### src/rtl/core/rtfp_pkg.sv
`timescale 1ns / 1ps

package rtfp_pkg;

	localparam int FRAME_LEN = 26;
	localparam int NUM_CELLS = FRAME_LEN - 1;
	localparam int NUM_WORDS = 12;
	localparam int IDX_W     = 5;
	localparam int HDR_W     = 2;

	localparam logic [15:0] IDLE_LIMIT_RST = 16'd200;
	localparam logic [15:0] TICKS_MAX      = 16'hFFFF;

	localparam logic [7:0] TAIL_LO = 8'h55;
	localparam logic [7:0] TAIL_HI = 8'hCC;

	localparam logic FUNC_BYTE = 1'b0;
	localparam logic FUNC_TICK = 1'b1;

	localparam logic [HDR_W-1:0] HDR_LAST  = 2'd3;
	localparam logic [IDX_W-1:0] IDX_LAST  = IDX_W'(FRAME_LEN - 1);

	function automatic logic [7:0] header_byte(input logic [HDR_W-1:0] idx);
		logic [7:0] b;
		case (idx)
			2'd0: b = 8'hAA;
			2'd1: b = 8'hFF;
			2'd2: b = 8'h03;
			2'd3: b = 8'h00;
			default: b = 8'hAA;
		endcase
		return b;
	endfunction

endpackage

### src/rtl/core/rtfp_cell.sv
`timescale 1ns / 1ps

module rtfp_cell (
	input  logic       clk,
	input  logic       shift_en,
	input  logic [7:0] d,
	output logic [7:0] q
);

	logic [7:0] byte_q;

	always_ff @(posedge clk) begin
		if (shift_en) begin
			byte_q <= d;
		end
	end

	assign q = byte_q;

endmodule

### src/rtl/core/radar_target_frame_parser.sv
`timescale 1ns / 1ps
// channel | signals                          | accepted when
// in      | in_valid, in_stall, func, rx_byte | in_valid && !in_stall
// out     | out_valid, out_stall, t1..t3_*    | out_valid && !out_stall
// cfg     | cfg_wr_en, cfg_wr_data           | cfg_wr_en
//
// One request per cycle when not stalled; a completed frame shows up on out
// the cycle after its last payload byte is taken, via the output register.
// Payload bytes move along a row of 25 byte cells; the 26th byte is checked
// on the fly and never stored.
// arst_n clears the control state and sets idle_limit to 200.
// in_stall rises only when the result register is held and the next byte
// would close a frame.

module radar_target_frame_parser (
	input  logic        clk,
	input  logic        arst_n,
	input  logic        in_valid,
	output logic        in_stall,
	input  logic        func,
	input  logic [7:0]  rx_byte,
	output logic        out_valid,
	input  logic        out_stall,
	output logic [15:0] t1_x,
	output logic [15:0] t1_y,
	output logic [15:0] t1_speed,
	output logic [15:0] t1_res,
	output logic [15:0] t2_x,
	output logic [15:0] t2_y,
	output logic [15:0] t2_speed,
	output logic [15:0] t2_res,
	output logic [15:0] t3_x,
	output logic [15:0] t3_y,
	output logic [15:0] t3_speed,
	output logic [15:0] t3_res,
	input  logic        cfg_wr_en,
	input  logic [15:0] cfg_wr_data
);

	logic [15:0] idle_limit_q;
	logic [rtfp_pkg::HDR_W-1:0] hdr_q;
	logic in_frame_q;
	logic [rtfp_pkg::IDX_W-1:0] idx_q;
	logic [15:0] idle_q;
	logic activity_q;
	logic out_valid_q;
	logic [15:0] word_q [rtfp_pkg::NUM_WORDS];

	logic [7:0] cell_q [rtfp_pkg::NUM_CELLS];

	logic in_acc, is_byte, is_tick, last_byte, tail_ok, emit, shift_en;
	logic [15:0] tick_inc;

	assign in_acc    = in_valid && !in_stall;
	assign is_byte   = in_acc && (func == rtfp_pkg::FUNC_BYTE);
	assign is_tick   = in_acc && (func == rtfp_pkg::FUNC_TICK);
	assign last_byte = in_frame_q && (idx_q == rtfp_pkg::IDX_LAST);
	assign tail_ok   = (cell_q[rtfp_pkg::NUM_CELLS-1] == rtfp_pkg::TAIL_LO)
		&& (rx_byte == rtfp_pkg::TAIL_HI);
	assign emit      = is_byte && last_byte && tail_ok;
	assign shift_en  = is_byte && in_frame_q && !last_byte;
	assign in_stall  = out_valid_q && out_stall && last_byte;
	assign tick_inc  = (idle_q == rtfp_pkg::TICKS_MAX) ? idle_q : idle_q + 16'd1;

	// newest byte enters the top cell, older bytes move down one cell
	for (genvar i = 0; i < rtfp_pkg::NUM_CELLS; i++) begin : g_cell
		rtfp_cell u_cell (
			.clk      (clk),
			.shift_en (shift_en),
			.d        ((i == rtfp_pkg::NUM_CELLS - 1) ? rx_byte : cell_q[(i + 1) % rtfp_pkg::NUM_CELLS]),
			.q        (cell_q[i])
		);
	end

	always_ff @(posedge clk or negedge arst_n) begin
		if (!arst_n) begin
			idle_limit_q <= rtfp_pkg::IDLE_LIMIT_RST;
		end else if (cfg_wr_en) begin
			idle_limit_q <= cfg_wr_data;
		end
	end

	always_ff @(posedge clk or negedge arst_n) begin
		if (!arst_n) begin
			hdr_q      <= '0;
			in_frame_q <= 1'b0;
			idx_q      <= '0;
			idle_q     <= '0;
			activity_q <= 1'b0;
		end else if (is_tick) begin
			if (activity_q) begin
				if (tick_inc > idle_limit_q) begin
					hdr_q      <= '0;
					in_frame_q <= 1'b0;
					idx_q      <= '0;
					idle_q     <= '0;
					activity_q <= 1'b0;
				end else begin
					idle_q <= tick_inc;
				end
			end
		end else if (is_byte) begin
			activity_q <= !last_byte;
			idle_q     <= '0;
			if (in_frame_q) begin
				if (last_byte) begin
					in_frame_q <= 1'b0;
					idx_q      <= '0;
					hdr_q      <= '0;
				end else begin
					idx_q <= idx_q + rtfp_pkg::IDX_W'(1);
				end
			end else if (rx_byte == rtfp_pkg::header_byte(hdr_q)) begin
				if (hdr_q == rtfp_pkg::HDR_LAST) begin
					hdr_q      <= '0;
					in_frame_q <= 1'b1;
					idx_q      <= '0;
				end else begin
					hdr_q <= hdr_q + rtfp_pkg::HDR_W'(1);
				end
			end else begin
				hdr_q <= '0;
			end
		end
	end

	always_ff @(posedge clk or negedge arst_n) begin
		if (!arst_n) begin
			out_valid_q <= 1'b0;
		end else if (emit) begin
			out_valid_q <= 1'b1;
		end else if (out_valid_q && !out_stall) begin
			out_valid_q <= 1'b0;
		end
	end

	// little-endian words from cells 0..23; the top cell holds byte 24
	always_ff @(posedge clk) begin
		if (emit) begin
			for (int k = 0; k < rtfp_pkg::NUM_WORDS; k++) begin
				word_q[k] <= {cell_q[2*k+1], cell_q[2*k]};
			end
		end
	end

	assign out_valid = out_valid_q;
	assign t1_x      = word_q[0];
	assign t1_y      = word_q[1];
	assign t1_speed  = word_q[2];
	assign t1_res    = word_q[3];
	assign t2_x      = word_q[4];
	assign t2_y      = word_q[5];
	assign t2_speed  = word_q[6];
	assign t2_res    = word_q[7];
	assign t3_x      = word_q[8];
	assign t3_y      = word_q[9];
	assign t3_speed  = word_q[10];
	assign t3_res    = word_q[11];

	a_frame_no_hdr: assert property (@(posedge clk) disable iff (!arst_n)
		in_frame_q |-> (hdr_q == '0))
		else $error("header count not cleared inside a frame");

	a_idx_idle: assert property (@(posedge clk) disable iff (!arst_n)
		!in_frame_q |-> (idx_q == '0))
		else $error("byte index nonzero outside a frame");

	a_emit_out: assert property (@(posedge clk) disable iff (!arst_n)
		emit |=> out_valid_q)
		else $error("good frame produced no result");

	a_stall_cause: assert property (@(posedge clk) disable iff (!arst_n)
		in_stall |-> (out_valid_q && last_byte))
		else $error("input stalled without a held result");

	a_idle_quiet: assert property (@(posedge clk) disable iff (!arst_n)
		!activity_q |-> (idle_q == '0))
		else $error("idle count running without activity");

endmodule
### config.mk
export PLATFORM = sky130hd
export DESIGN_NAME = radar_target_frame_parser
export DESIGN_NICKNAME = d
export VERILOG_FILES = /design/src/rtl/core/rtfp_pkg.sv /design/src/rtl/core/rtfp_cell.sv /design/src/rtl/core/radar_target_frame_parser.sv
export SDC_FILE = /design/constraint.sdc
export NUM_CORES = 1
export LEC_CHECK = 0
export CORE_MARGIN = 5
export CORE_UTILIZATION = 56
export CTS_CLUSTER_DIAMETER = 50
export DETAILED_ROUTE_END_ITERATION = 12
export DONT_BUFFER_PORTS = 1
export PLACE_DENSITY = 0.81
export SLEW_MARGIN = 40
export SYNTH_ARGS = -nofsm -noshare
export SYNTH_HDL_FRONTEND = slang
export SYNTH_SLANG_ARGS = --single-unit
export TNS_END_PERCENT = 1
### constraint.sdc
create_clock -name clk -period 9.9 [get_ports clk]
set_input_delay 1.98 -clock clk [delete_from_list [all_inputs] [get_ports clk]]
set_output_delay 1.98 -clock clk [all_outputs]
set_load 0.02 [all_outputs]
# Word level (Yosys, flattened, before mapping)
# Memories as Yosys holds them, arrays and structs flattened.
# Cells that the tools add are included.
[word_totals]
regBits = 242
in_bits = 30
memories = 1
mem_bits_rw = 192
wordCells = 114
[op_classes]
n_eq_ne = 11
mux = 41
bitwise = 1
magnitude_cmp = 1
reduce_logical = 24
add_sub_neg = 3
[mem_list]
columns = ["memory", "depth", "width", "rd", "rd_clocked_by_memory_dff", "write_ports", "line_no", "source"]
rows = [
  ["word_q", 12, 16, 12, 0, 12, "radar_target_frame_parser.sv:47", "logic [15:0] word_q [rtfp_pkg::NUM_WORDS];"],
]
[op_table]
columns = ["operator", "n"]
rows = [
  ["$mux 16", 5],
  ["$mux 5", 8],
  ["$pmux 8 s4", 1],
  ["$mux 8", 3],
  ["$add 16x1->16 const B", 1],
  ["$eq 16x16->1 const B", 1],
  ["$gt 16x16->1", 1],
  ["$mux 1", 16],
  ["$mux 2", 8],
  ["$logic_and 1x1->1", 12],
  ["$eq 8x7->1 const B", 1],
  ["$eq 8x8->1", 1],
  ["$eq 8x8->1 const B", 1],
  ["$reduce_bool 3->1", 2],
  ["$add 5x1->5 const B", 1],
  ["$eq 5x5->1 const B", 1],
  ["$reduce_and 5->1", 1],
  ["$eq 2x2->1 const B", 2],
  ["$reduce_and 4->1", 1],
  ["$reduce_bool 2->1", 2],
  ["$logic_not 1->1", 3],
  ["$ne 3x1->1 const B", 1],
  ["$reduce_and 3->1", 1],
  ["$add 2x1->2 const B", 1],
  ["other kinds (6)", 6],
]

# Longest topological paths before layout
# Gate-level depths: netlist (run 1).
[logic_depth]
ltp_word = 13
ltp_mapped = 18

# Hierarchy
# From an unflattened synthesis (run 1), not the netlist that was laid out.
[unflattened]
cells_unflattened = 705
hier_area_um2 = 14562.7
[by_module_without_submodules]
columns = ["mod", "cells_each", "area_per_inst_um2", "instances", "seq_area_each_um2"]
rows = [
  ["radar_target_frame_parser", 505, 8557.0, 1, 6820.3],
  ["rtfp_cell", 8, 240.2, 25, 240.2],
]

# Worst setup path after synthesis (run 1)
# Ideal clock, no wire load.
[synth_timing]
kind = "input -> register"
start = "in func"
end = "reg idx_q[3] (netlist bit)"
cell_stages = 5
setup_slack_ns = -1.837
arrival_time_ns = 11.624
setup_ns = 0.112
path_cell_list = "clkbuf_1 -> nand2b_1 -> nor2_1 -> a41oi_1 -> a31oi_1"
[synth_between]
elab_chain_cells = 4
elab_cells_between_ends = 10
cone_classes = "2 x eq/ne; 1 x mux; 1 x bitwise; 6 x reduce/logical"
[synth_lines]
columns = ["item", "line_no", "source"]
rows = [
  ["from (decl)", "radar_target_frame_parser.sv:20", "input logic func,"],
  ["$not 1->1", "radar_target_frame_parser.sv:55", "assign is_byte = in_acc && (func == rtfp_pkg::FUNC_BYTE);"],
  ["$logic_and 1x1->1", "radar_target_frame_parser.sv:55", ""],
  ["$reduce_bool 2->1 (no source line)", "n/a", ""],
  ["$reduce_and 5->1 (no source line)", "n/a", ""],
  ["to (signal assigned)", "radar_target_frame_parser.sv:111", "idx_q <= idx_q + rtfp_pkg::IDX_W'(1);"],
  ["to (decl)", "radar_target_frame_parser.sv:43", "logic [rtfp_pkg::IDX_W-1:0] idx_q;"],
]
# Several ways; a longest one is shown, not always the timed one.
# A chain may end at the register's enable or synchronous reset.

# Worst setup path in the final report (run 1)
[layout_timing]
start = "reg idle_q[0]"
end = "reg idx_q[1] (netlist bit)"
[layout_between]
elab_chain_cells = 5
elab_cells_between_ends = 6
cone_classes = "1 x add/sub; 1 x order compare; 2 x eq/ne; 1 x mux; 1 x reduce/logical"
[layout_lines]
columns = ["item", "line_no", "source"]
rows = [
  ["from (decl)", "radar_target_frame_parser.sv:44", "logic [15:0] idle_q;"],
  ["from (signal assigned)", "radar_target_frame_parser.sv:99", "idle_q <= tick_inc;"],
  ["$add 16x1->16 or $eq 16x16->1 (tied branches)", "radar_target_frame_parser.sv:63", "assign tick_inc = (idle_q == rtfp_pkg::TICKS_MAX) ? idle_q : idle_q + 16'd1;"],
  ["$mux 16 (*)", "radar_target_frame_parser.sv:63", ""],
  ["$gt 16x16->1 (*)", "radar_target_frame_parser.sv:92", "if (tick_inc > idle_limit_q) begin"],
  ["$ne 2x1->1 (no source line) (*)", "n/a", ""],
  ["$reduce_and 5->1 (no source line) (*)", "n/a", ""],
]
# Every way passes the cells marked *; elsewhere a longest branch is shown, timed or not.

==> parameters.txt, run 1 <==
Parameter                              Value

Setup path
  CP startpoint kind ... flip-flop
  Logic depth of the worst register-to-register path ... 15
  Arrival time at the worst endpoint ... 4810 ps
  Worst reg2reg endpoint ... idx_q[1]
  Crit path max fanout ... 6
  Crit Reg-Reg Startpoint ... idle_q[0]
  Data required time of the critical path ... 10340 ps
  Setup slack of the most critical reg-to-reg path ... 5530 ps
  Critical path endpoint category ... flip-flop
  Critical Setup Path Class ... flip-flop to flip-flop

Floorplanning
  Top-level port count ... 224
  Row count ... 59
  Area of the die ... 29350 um^2
  Initial core utilization ... 0.5640
  Core Region ... 25840 um^2
  Die Span X ... 171.3 um
  Height of the die ... 171.3 um

GRT
  Largest net degree at the start of global routing ... 106
  Number of global-route vias before repair ... 6285
  Combined global-route utilization of all metal layers ... 0.1634
  Initial antenna violation count ... 0
  First-pass GRT wire length ... 36.47 mm
  Remaining global-route overflow ... 0

Min path
  Number of cells on the worst hold path ... 0
  Hold path startpoint ... g_cell[0].u_cell.q[1]
  Worst hold path endpoint ... word_q[0][1]
  Class of the tightest hold or removal check ... flip-flop to flip-flop

Layout
  Combined area of the multi-input logic cells ... 1605 um^2
  Fillers ... 1735
  Footprint of the flip-flops and latches ... 12830 um^2
  Finished Cell Area ... 16320 um^2
  Antenna diode instance count ... 0
  Layout-stage area growth over the synthesis result ... 11.99%
  Ratio of cells with drive above 1 in the final layout ... 0.1037
  Final #Nets ... 802

STA
  Final number of max-transition violations ... 0
  Unrepaired setup endpoints after global routing ... false
  Final cycle utilization of the critical path ... 0.4418
  Number of hold-slack violations in the final timing report ... 0
  Sum Neg Setup Slack ... 0 ps
  Number of setup violations in the final report ... 0
  Clock skew after layout ... 15.19 ps
  Highest clock frequency the design can meet ... 228.6 MHz
  Slew @ Worst Pin ... 723.9 ps
  Normalized max-slew margin ... 0.5174
  Post-route minimum period ... 4374 ps
  Setup ws final ... 5526 ps

Placement
  Placer congestion estimate ... 0.7891
  Placement-stage cell area ... 15030 um^2
  Count of input and output buffers ... 0
  Sum of net half-perimeters after detailed placement ... 15.66 mm
  Place WS ... 5534 ps

Detailed routing
  DRC violation count after routing ... 0
  Final wirelength ... 24.38 mm
  Sum of met2 wire segment lengths after detailed routing ... 11.90 mm
  Routed wire per std cell ... 21.85 um
  Met1 wire length ... 9.163 mm
  Routed met3 length ... 2.969 mm
  Via count ... 6183
  Starting DRC count in detailed routing ... 515
  Antenna-violating nets left ... 0
  Highest metal layer with signal wires ... met4
  Mean number of vias per cell ... 5.540
  Initial DRT Pass Iterations ... 5

Power and ir drop
  Share of power burned in combinational logic ... 0.012
  Worst vdd ir ... 205.0 uV
  Switching power total ... 646.9 uW
  Fraction of power consumed by the clock network ... 0.420
  Pleak ... 0.005481 uW
  Switch share ... 0.1846
  Sequential Power Share ... 0.568
  Cell-internal power ... 2858 uW
  Total power ... 3505 uW
  Power per standard cell area ... 214.8 nW/um^2

Synthesis
  Number of unique standard cell types used by synthesis ... 52
  Synth area leaders ... edfxtp_1 (81%), dfrtp_1 (6.7%), ha_1 (2.0%), a21oi_1 (1.0%), nand2_1 (1.0%)
  Number of instances in the synthesized netlist ... 713
  Main flop type after synthesis ... edfxtp_1
  Post-Synthesis Net Count ... 766
  Number of synthesized flops with an enable pin ... 392
  Share of flip-flops with an asynchronous set or reset ... 0.09677
  Mean instance size in the synthesized netlist ... 20.44 um^2
  Share of synthesized area occupied by flip-flops and latches ... 0.8801
  Top-area cell type share of the netlist area ... 0.8078
  Post-synthesis cell type with the largest combined area ... edfxtp_1
  #FFs+latches synth ... 434
  Synthesized area ... 14570 um^2
  Yosys warns ... 0

Run status
  Status ... complete, no violations

Job
  Number of max-capacitance violations reported ... 0

Clock tree
  CTS buffer count ... 41
  H-tree level count ... 2
  # hold bufs at CTS ... 0
  Clk Tree Root Cell ... clkbuf_16
  PostCTS Resize Cnt ... 0
  Clock transition at the registers of the reported paths ... 60 ps
  Post-CTS Repair Setup Buffers ... 0
  Clock net sink count ... 434
  Clock latency at the later pin of the worst-skew pair ... 520 ps
  Worst-case clock buffer depth ... 3
  TritonCTS clock tree ... done
[cell usage in the layout (no fill, tap or decap), types with 4 or more instances in the layout]
master / synthesis / final
edfxtp_1: 392 / 392
clkbuf_16: 0 / 43
nand2_1: 39 / 39
dfrtp_1: 39 / 39
a21oi_1: 30 / 29
inv_1: 26 / 26
ha_1: 23 / 23
o21ai_0: 20 / 20
nor2_1: 17 / 16
nand3_1: 15 / 15
a31oi_1: 13 / 13
clkinv_1: 0 / 12
xor2_1: 7 / 7
clkbuf_1: 5 / 7
nand2b_1: 6 / 6
nor3_1: 6 / 6
clkinv_2: 0 / 6
nand4_1: 5 / 5
nor4_1: 5 / 5
o21ai_1: 5 / 5
xnor2_1: 4 / 4
nor2b_1: 4 / 4
mux2i_1: 4 / 4
[state kept, by name, summed over array words and instances, names as in the netlist]
signal / cells
hdr_q: 2
idx_q: 5
g_cell.u_cell.q: 200
in_frame_q: 1
word_q: 192
out_valid: 1
activity_q: 1
idle_q: 16
idle_limit_q: 16
[worst max-delay path by stage]
stage                           from       endpoint  slack [ps]  depth (start not counted)
after global routing       idle_q[0]      idle_q[9]        5090                         16
after floorplan                 func       idx_q[3]        1630                          5
after CTS                  idle_q[0]       idx_q[1]        5530                         15
after global placement    rx_byte[0]  word_q[2][29]        5440                          5
final                      idle_q[0]       idx_q[1]        5530                         15
after detailed placement   idle_q[0]       idx_q[1]        5530                         15
[critical path, cell delays in order (launching register included)]
cell      delay, ps
dfrtp_1         420
ha_1            340
nand3_1         210
nor4_2          580
a21oi_1         230
nand2b_1        200
nor2_1           90
xor2_1          160
ha_1            310
nand2_1          90
nor4_1          370
a21bo_2         260
nand3_1         160
a21oi_1         180
a211oi_2        440
mux2i_1         230
[kinds of logic (layout without fill, tap and decap cells)]
family / after synthesis / after routing / synth area share
AO/OA/AOI/OAI: 85 / 85 / 0.03503
flip-flops: 434 / 434 / 0.8801
multiplexers: 6 / 6 / 0.004293
AND/OR/NAND/NOR: 115 / 115 / 0.04250
XOR/XNOR: 11 / 11 / 0.006611
adder cells (fa/ha/maj): 23 / 23 / 0.01975
buffers and inverters: 39 / 107 / 0.01168
[power by group through the flow]
stage                     sequential (uW)  clock, uW  combinational (uW)
after floorplan                      2020          0                37.3
after global placement               2030          0                39.4
after detailed placement             2030          0                41.8
after CTS                            1990       1510                42.2
after global routing                 1990       1590                48.1
final                                1990       1470                41.9
[through the flow]
stage / util / instances / hold slack, ps
floorplan: - / 713 / 400.3
global placement: 0.5802 / 1040 / 403.7
detailed placement: 0.5816 / 1041 / 405.2
CTS: 0.6315 / 1116 / 412.3
global route: 0.6316 / 1116 / 424.2
finish: 0.6316 / 1116 / 404.4
[area by class of cell]
cell class,count,share of cell area
flip-flops and latches,434,0.7859
multi-input cells,240,0.09837
clock buffers,52,0.06923
well taps,335,0.02568
clock inverters,23,0.009814
inverters,27,0.006210
repair buffers,5,0.004754
[synthesized netlist by cell type (all sizes together), types with 2 or more instances]
library cell / n
edfxtp: 392
dfrtp: 39
nand2: 39
a21oi: 30
inv: 27
o21ai: 25
ha: 23
nor2: 17
nand3: 15
a31oi: 13
nand2b: 8
buf: 7
nand4: 7
nor3: 7
nor4: 7
xor2: 7
clkbuf: 5
mux2i: 4
nor2b: 4
xnor2: 4
a41oi: 3
and3: 3
dfstp: 3
a211oi: 2
a21o: 2
and2: 2
mux2: 2
o21a: 2
[per-layer routing]
layer	track usage	up-vias
met5	0	-
met2	0.2658	259
met1	0.2006	3060
li1	-	2832
met3	0.07860	32
met4	0.03996	0
No activity file was read; power rests on OpenSTA's default activity.
==> run 2, diff against run 1 <==
clock period = 3.81 ns   (was 9.9 ns; I/O delays follow)
==> run 2 against run 1 <==
  * The flow now finishes with violations (negative setup slack)
  * Die area stayed put
  * Register-to-register slack worse by 5700 ps
  * Wire length is 6.4% higher
  * Final cell count is 3.1% higher
  * Worst hold slack worse by 330 ps
  * Global-route usage is 0.46 points higher
  * Via count is 4.4% higher
  * Non-clock buffer count is 35 higher
  * Highest routed layer unchanged
  * Setup slack worse by 5700 ps
==> parameters.txt, run 2 (synthesis results as in run 1) <==
Parameter                              Value

Layout
  Largest register FFs ... 200 (unchanged)
  Final #Nets ... 839 (was 802)
  Commonest non-fill, non-tap cell in the layout ... edfxtp_1 (unchanged)
  Layout-stage area growth over the synthesis result ... 15.15% (was 11.99%)
  Ratio of cells with drive above 1 in the final layout ... 0.1520 (was 0.1037)
  Combined area of the multi-input logic cells ... 1678 um^2 (was 1605 um^2)
  Footprint of the flip-flops and latches ... 12830 um^2 (about the same)
  Finished Cell Area ... 16780 um^2 (was 16320 um^2)
  Fillers ... 1661 (was 1735)
  Antenna diode instance count ... 0 (unchanged)
  Most frequent cells in the layout ... edfxtp_1 (392), clkbuf_16 (47), nand2_1 (38), dfrtp_1 (38), buf_4 (30) (was edfxtp_1 (392), clkbuf_16 (43), nand2_1 (39), dfrtp_1 (39), a21oi_1 (29))

Clock tree
  TritonCTS clock tree ... done (unchanged)
  Clock transition at the registers of the reported paths ... 60 ps (about the same)
  Clock latency at the later pin of the worst-skew pair ... 520 ps (about the same)
  Clock net sink count ... 434 (unchanged)
  H-tree level count ... 2 (unchanged)
  Clk Tree Root Cell ... clkbuf_16 (unchanged)
  CTS buffer count ... 43 (was 41)
  Worst-case clock buffer depth ... 3 (unchanged)

STA
  Clock skew after layout ... 20.16 ps (was 15.19 ps)
  Number of setup violations in the final report ... 14 (was 0)
  Post-route minimum period ... 3950 ps (was 4374 ps)
  Normalized max-slew margin ... 0.3946 (was 0.5174)
  Unrepaired setup endpoints after global routing ... true (was false)
  Final cycle utilization of the critical path ... 1.037 (was 0.4418)
  Setup ws final ... -139.8 ps (was 5526 ps)
  Slew @ Worst Pin ... 908.2 ps (was 723.9 ps)
  Hold WS ... 79.16 ps (was 404.4 ps)
  Highest clock frequency the design can meet ... 253.2 MHz (was 228.6 MHz)
  Final number of max-transition violations ... 0 (unchanged)
  Number of hold-slack violations in the final timing report ... 0 (unchanged)

GRT
  Remaining global-route overflow ... 0 (unchanged)
  First-pass GRT wire length ... 37.74 mm (was 36.47 mm)
  Largest net degree at the start of global routing ... 100 (was 106)
  Initial antenna violation count ... 0 (unchanged)
  Number of global-route vias before repair ... 6450 (was 6285)
  Combined global-route utilization of all metal layers ... 0.1680 (was 0.1634)

Min path
  Class of the tightest hold or removal check ... input pin to asynchronous set/reset pin (was flip-flop to flip-flop)

Run status
  Status ... complete, but fails checks (was complete, no violations)
  Violated checks ... negative setup slack

Power and ir drop
  Worst vdd ir ... 352.6 uV (was 205.0 uV)
  Total power ... 9282 uW (was 3505 uW)
  Power per standard cell area ... 553.1 nW/um^2 (was 214.8 nW/um^2)
  Pleak ... 0.005704 uW (was 0.005481 uW)

Detailed routing
  Antenna-violating nets left ... 0 (unchanged)
  DRC violation count after routing ... 0 (unchanged)
  Mean number of vias per cell ... 5.609 (was 5.540)
  Via count ... 6456 (was 6183)
  Routed wire per std cell ... 22.54 um (was 21.85 um)
  Final wirelength ... 25.95 mm (was 24.38 mm)
  Initial DRT Pass Iterations ... 5 (unchanged)
  Starting DRC count in detailed routing ... 577 (was 515)

Placement
  Count of input and output buffers ... 0 (unchanged)
  Placement-stage cell area ... 15170 um^2 (was 15030 um^2)
  Placer congestion estimate ... 0.8475 (was 0.7891)
  Sum of net half-perimeters after detailed placement ... 16.10 mm (was 15.66 mm)

Setup path
  Arrival time at the worst endpoint ... 4380 ps (was 4810 ps)
  Critical path endpoint category ... flip-flop (unchanged)
  CP startpoint kind ... flip-flop (unchanged)
  Crit path max fanout ... 7 (was 6)
  Data required time of the critical path ... 4240 ps (was 10340 ps)
  Critical Setup Path Class ... flip-flop to flip-flop (unchanged)

Floorplanning
  Area of the die ... 29350 um^2 (unchanged)
  Core Region ... 25840 um^2 (unchanged)
  Initial core utilization ... 0.5640 (unchanged)
  Die Span X ... 171.3 um (unchanged)
  Top-level port count ... 224 (unchanged)
  Row count ... 59 (unchanged)
  Height of the die ... 171.3 um (unchanged)

Job
  Number of max-capacitance violations reported ... 0 (unchanged)
run 2: metrics by stage:
stage	setup TNS (ps)	cells	setup WS (ps)	util
after global placement	0	1055	102.3	0.5873
after floorplan	-205530	713	-838.4	-
final	-1135	1151	-139.8	0.6495
after detailed placement	-143.1	1055	-58.54	0.5873
after global routing	-5674	1151	-369.1	0.6495
after CTS	0	1132	14.22	0.6401
run 2: area by class of cell:
class | instances | share of cell area
clock buffer | 64 | 0.07195
clock inverter | 11 | 0.007232
inverter | 27 | 0.006039
multi-input combinational | 240 | 0.09999
sequential | 434 | 0.7644
tap | 335 | 0.02498
timing repair buffer | 40 | 0.02542
run 2: timing repair:
| action | 4_1_cts | 5_1_grt |
|---|---|---|
| resized for setup | 2 | 15 |
| hold buffers | 1 | 0 |
| hold endpoints to repair | 39 | 0 |
| pin swaps | 1 | 15 |
| setup buffers | 1 | 16 |
| gates cloned | 0 | 3 |
| setup endpoints to repair | 11 | 25 |
run 2: layer usage:
layer  global-route usage  vias up  part of all wire
met5                    0        -                 0
met4              0.04203        0             0.019
li1                     -     2898                 -
met2               0.2703      298              0.49
met1               0.2107     3208              0.37
met3              0.07791       52              0.12
run 2: report_power, final:
group / switching, uW / total (uW) / leakage (uW) / internal, uW
Sequential: 20.7 / 5170 / 0.00406 / 5150
Clock: 1630 / 3960 / 0.000634 / 2340
Combinational: 87.1 / 152 / 0.00100 / 64.5
Total: 1730 / 9280 / 0.00570 / 7550
run 2: worst max-delay path: stages, from the launching register on:
cell and delay, ps:
dfrtp_1 360, nand4_2 130, or2_4 270, or4_4 600, nand2b_4 140, nor2_4 40, xor2_1 140, ha_1 340
nand4_1 170, nor4_2 350, nand4_1 210, a2111oi_4 470, buf_4 240, clkbuf_16 150, a21oi_1 90, a31oi_1 160
run 2: final timing paths:
check                                 startpoint               to  slack (ps)  cells past startpoint
setup / recovery                       idle_q[5]        idle_q[9]        -140                     15
hold / removal                            arst_n  idle_limit_q[7]          80                      0
setup reg to reg                       idle_q[5]        idle_q[9]        -140                     15
hold reg to reg            g_cell[0].u_cell.q[0]     word_q[0][0]         420                      0
max in group asynchronous                 arst_n        idle_q[7]        3510                      1
min in group clk                       cfg_wr_en  idle_limit_q[3]         310                      1
==> run 3, diff against run 2 <==
--- a/config.mk
+++ b/config.mk
@@ -7,9 +7,10 @@
 export LEC_CHECK = 0
 export CORE_MARGIN = 5
-export CORE_UTILIZATION = 56
+export CORE_UTILIZATION = 59
+export CTS_BUF_LIST = sky130_fd_sc_hd__clkbuf_4
 export CTS_CLUSTER_DIAMETER = 50
 export DETAILED_ROUTE_END_ITERATION = 12
 export DONT_BUFFER_PORTS = 1
-export PLACE_DENSITY = 0.81
+export PLACE_DENSITY = 0.85
 export SLEW_MARGIN = 40
 export SYNTH_ARGS = -nofsm -noshare
==> constraint.sdc (replaced) <==
create_clock -name clk -period 3.81 [get_ports clk]
set_input_delay 0.762 -clock clk [delete_from_list [all_inputs] [get_ports clk]]
set_output_delay 0.762 -clock clk [all_outputs]
set_load 0.01 [all_outputs]
==> run 3 against run 2 <==
  * The flow still finishes with violations (negative setup slack)
  * Setup slack gained 110 ps
  * Clock power fell by 16%
  * Worst hold slack gained 43 ps
  * Die area decreased by 4.8%
  * Flip-flop and latch count did not move
  * Count of clock-buffer cells in the layout up 70
  * Global-route usage grew 1.7 points
  * Final area is 0.61% lower
  * Combinational power about the same
  * Core utilization increased by 3.6 points
  * Highest routed layer unchanged
==> parameters.txt, run 3 (synthesis results as in run 1) <==
Parameter                              Value

STA
  Unrepaired setup endpoints after global routing ... true (unchanged)
  Number of hold-slack violations in the final timing report ... 0 (unchanged)
  Final cycle utilization of the critical path ... 1.007 (was 1.037)
  Final number of max-transition violations ... 0 (unchanged)
  Normalized max-slew margin ... 0.5024 (was 0.3946)
  Post-route minimum period ... 3838 ps (was 3950 ps)
  Setup ws final ... -27.54 ps (was -139.8 ps)
  Slew @ Worst Pin ... 744.6 ps (was 908.2 ps)
  Clock skew after layout ... 61.27 ps (was 20.16 ps)
  Number of setup violations in the final report ... 2 (was 14)
  Highest clock frequency the design can meet ... 260.6 MHz (was 253.2 MHz)

Clock tree
  CTS buffer count ... 101 (was 43)
  Clk Tree Root Cell ... clkbuf_4 (was clkbuf_16)
  Worst-case clock buffer depth ... 3 (unchanged)
  Clock net sink count ... 434 (unchanged)
  TritonCTS clock tree ... done (unchanged)
  Clock transition at the registers of the reported paths ... 80 ps (was 60 ps)
  H-tree level count ... 3 (was 2)
  Clock latency at the later pin of the worst-skew pair ... 710 ps (was 520 ps)

Layout
  Fillers ... 1499 (was 1661)
  Ratio of cells with drive above 1 in the final layout ... 0.2429 (was 0.1520)
  Finished Cell Area ... 16680 um^2 (was 16780 um^2)
  Largest register FFs ... 200 (unchanged)
  Final cell count without fillers ... 1235 (was 1151)
  Footprint of the flip-flops and latches ... 12830 um^2 (unchanged)
  Combined area of the multi-input logic cells ... 1695 um^2 (was 1678 um^2)
  Most frequent cells in the layout ... edfxtp_1 (392), clkbuf_4 (134), nand2_1 (38), dfrtp_1 (38), buf_4 (30) (was edfxtp_1 (392), clkbuf_16 (47), nand2_1 (38), dfrtp_1 (38), buf_4 (30))
  Commonest non-fill, non-tap cell in the layout ... edfxtp_1 (unchanged)
  Layout-stage area growth over the synthesis result ... 14.45% (was 15.15%)
  Final #Nets ... 901 (was 839)

Placement
  Sum of net half-perimeters after detailed placement ... 16.91 mm (was 16.10 mm)
  Count of input and output buffers ... 0 (unchanged)
  Placer congestion estimate ... 0.8257 (was 0.8475)
  Total placed cells including tap cells ... 1047 (was 1055)
  Placement-stage cell area ... 15220 um^2 (was 15170 um^2)

Floorplanning
  Row count ... 57 (was 59)
  Height of the die ... 167.2 um (was 171.3 um)
  Top-level port count ... 224 (unchanged)
  Initial core utilization ... 0.5992 (was 0.5640)
  Core Region ... 24320 um^2 (was 25840 um^2)
  Area of the die ... 27940 um^2 (was 29350 um^2)
  Die Span X ... 167.2 um (was 171.3 um)

Detailed routing
  Initial DRT Pass Iterations ... 5 (unchanged)
  DRC violation count after routing ... 0 (unchanged)
  Final wirelength ... 26.81 mm (was 25.95 mm)
  Antenna-violating nets left ... 0 (unchanged)
  Mean number of vias per cell ... 5.569 (was 5.609)
  Starting DRC count in detailed routing ... 486 (was 577)
  Routed wire per std cell ... 21.71 um (was 22.54 um)
  Via count ... 6878 (was 6456)

Setup path
  Arrival time at the worst endpoint ... 4410 ps (was 4380 ps)
  CP peak stage delay ... 590 ps (was 600 ps)
  CP startpoint kind ... flip-flop (unchanged)
  Crit path buffers/inverters ... 2 (unchanged)
  Cell-by-cell listing of the critical path ... nand4_2 -> or2_4 -> or4_4 -> nand2b_4 -> nor2_4 -> xor2_2 -> ha_1 -> nand4_1 -> nor4_2 -> nand4_1 -> a2111oi_4 -> buf_6 -> clkbuf_16 -> a21oi_1 -> a31oi_1 (was nand4_2 -> or2_4 -> or4_4 -> nand2b_4 -> nor2_4 -> xor2_1 -> ha_1 -> nand4_1 -> nor4_2 -> nand4_1 -> a2111oi_4 -> buf_4 -> clkbuf_16 -> a21oi_1 -> a31oi_1)
  Crit path max fanout ... 7 (unchanged)
  Critical path endpoint category ... flip-flop (unchanged)
  Family of cells with the greatest summed delay on the critical path ... simple AND/OR/NAND/NOR gates (unchanged)
  Data required time of the critical path ... 4390 ps (was 4240 ps)
  Critical Setup Path Class ... flip-flop to flip-flop (unchanged)
  Highest-delay cell along the critical path ... or4_4 (unchanged)
  Critical path's most frequent cell ... nand4_1 (unchanged)

Power and ir drop
  Worst vdd ir ... 317.1 uV (was 352.6 uV)
  Power per standard cell area ... 517.9 nW/um^2 (was 553.1 nW/um^2)
  Pleak ... 0.005791 uW (was 0.005704 uW)

Run status
  Status ... complete, but fails checks (unchanged)
  Violated checks ... negative setup slack (unchanged)

GRT
  Largest net degree at the start of global routing ... 56 (was 100)
  Remaining global-route overflow ... 0 (unchanged)
  Combined global-route utilization of all metal layers ... 0.1854 (was 0.1680)
  Initial antenna violation count ... 1 (was 0)
  First-pass GRT wire length ... 39.93 mm (was 37.74 mm)
  Number of global-route vias before repair ... 7138 (was 6450)

Min path
  Class of the tightest hold or removal check ... input pin to flip-flop (was input pin to asynchronous set/reset pin)

Job
  Number of max-capacitance violations reported ... 0 (unchanged)
==> run 3: worst paths after layout <==
check,start,to,slack [ps],cells after the start
max reg2reg,idle_q[6],idle_q[5],-30,15
max,idle_q[6],idle_q[5],-30,15
max in group asynchronous,arst_n,idle_limit_q[3],3010,2
min in group asynchronous,arst_n,idle_q[10],530,2
min,cfg_wr_en,idle_limit_q[7],120,1
min reg2reg,g_cell[10].u_cell.q[0],word_q[1][16],420,0
==> run 3: final cells by class <==
class	count	share of cell area
clock buffers	134	0.06031
repair buffers	44	0.02978
inverters	27	0.006077
well taps	324	0.02431
multi-input cells	240	0.1017
diodes	1	0.0001500
clock inverters	31	0.008627
flip-flops and latches	434	0.7691
==> run 3: repair_timing <==
item | 4_1_cts | 5_1_grt
hold buffers | 2 | 0
cloned | 0 | 2
pin swaps | 1 | 14
resized for setup | 1 | 18
setup endpoints to repair | 11 | 25
setup buffers | 2 | 16
endpoints found under the hold margin | 42 | 0
==> run 3: worst reg2reg max path, delay by kind of cell, from the launching register on <==
kind	cells	cell delay, ps
adder cells (fa/ha/maj)	1	310
buffers and inverters	2	340
XOR/XNOR	1	160
AND/OR/NAND/NOR	8	1860
AO/OA/AOI/OAI	3	640
flip-flops	1	390
==> run 3: power breakdown <==
| part | switching, uW | internal [uW] | leakage (uW) |
|---|---|---|---|
| clock network | 1690 | 1630 | 0.000683 |
| registers | 22.6 | 5150 | 0.00406 |
| logic | 87.4 | 63.7 | 0.00104 |
| total | 1800 | 6840 | 0.00579 |
==> run 3: per-layer routing <==
metal  global-route usage  routed length [um]  share of wire  up-vias
li1                     -                   -              -     3083
met4              0.06069                 590          0.022        0
met5                    0                   0              0        -
met2               0.2869               12920           0.48      384
met3              0.09288                3149           0.12       54
met1               0.2325               10150           0.38     3357
==> run 3: metrics by stage <==
stage | util | hold WS [ps] | setup slack (ps) | TNS [ps] | total power, uW
3_5_place_dp | 0.6258 | 419.1 | -71.16 | -217.9 | 5389
5_1_grt | 0.6858 | 87.46 | -192.2 | -2480 | 9043
3_3_place_gp | 0.6258 | 400.5 | 140.8 | 0 | 5377
4_1_cts | 0.6752 | 68.79 | 7.053 | 0 | 8723
6_report | 0.6858 | 121.7 | -27.54 | -35.52 | 8639
2_1_floorplan | - | 400.3 | -838.4 | -195730 | 5359
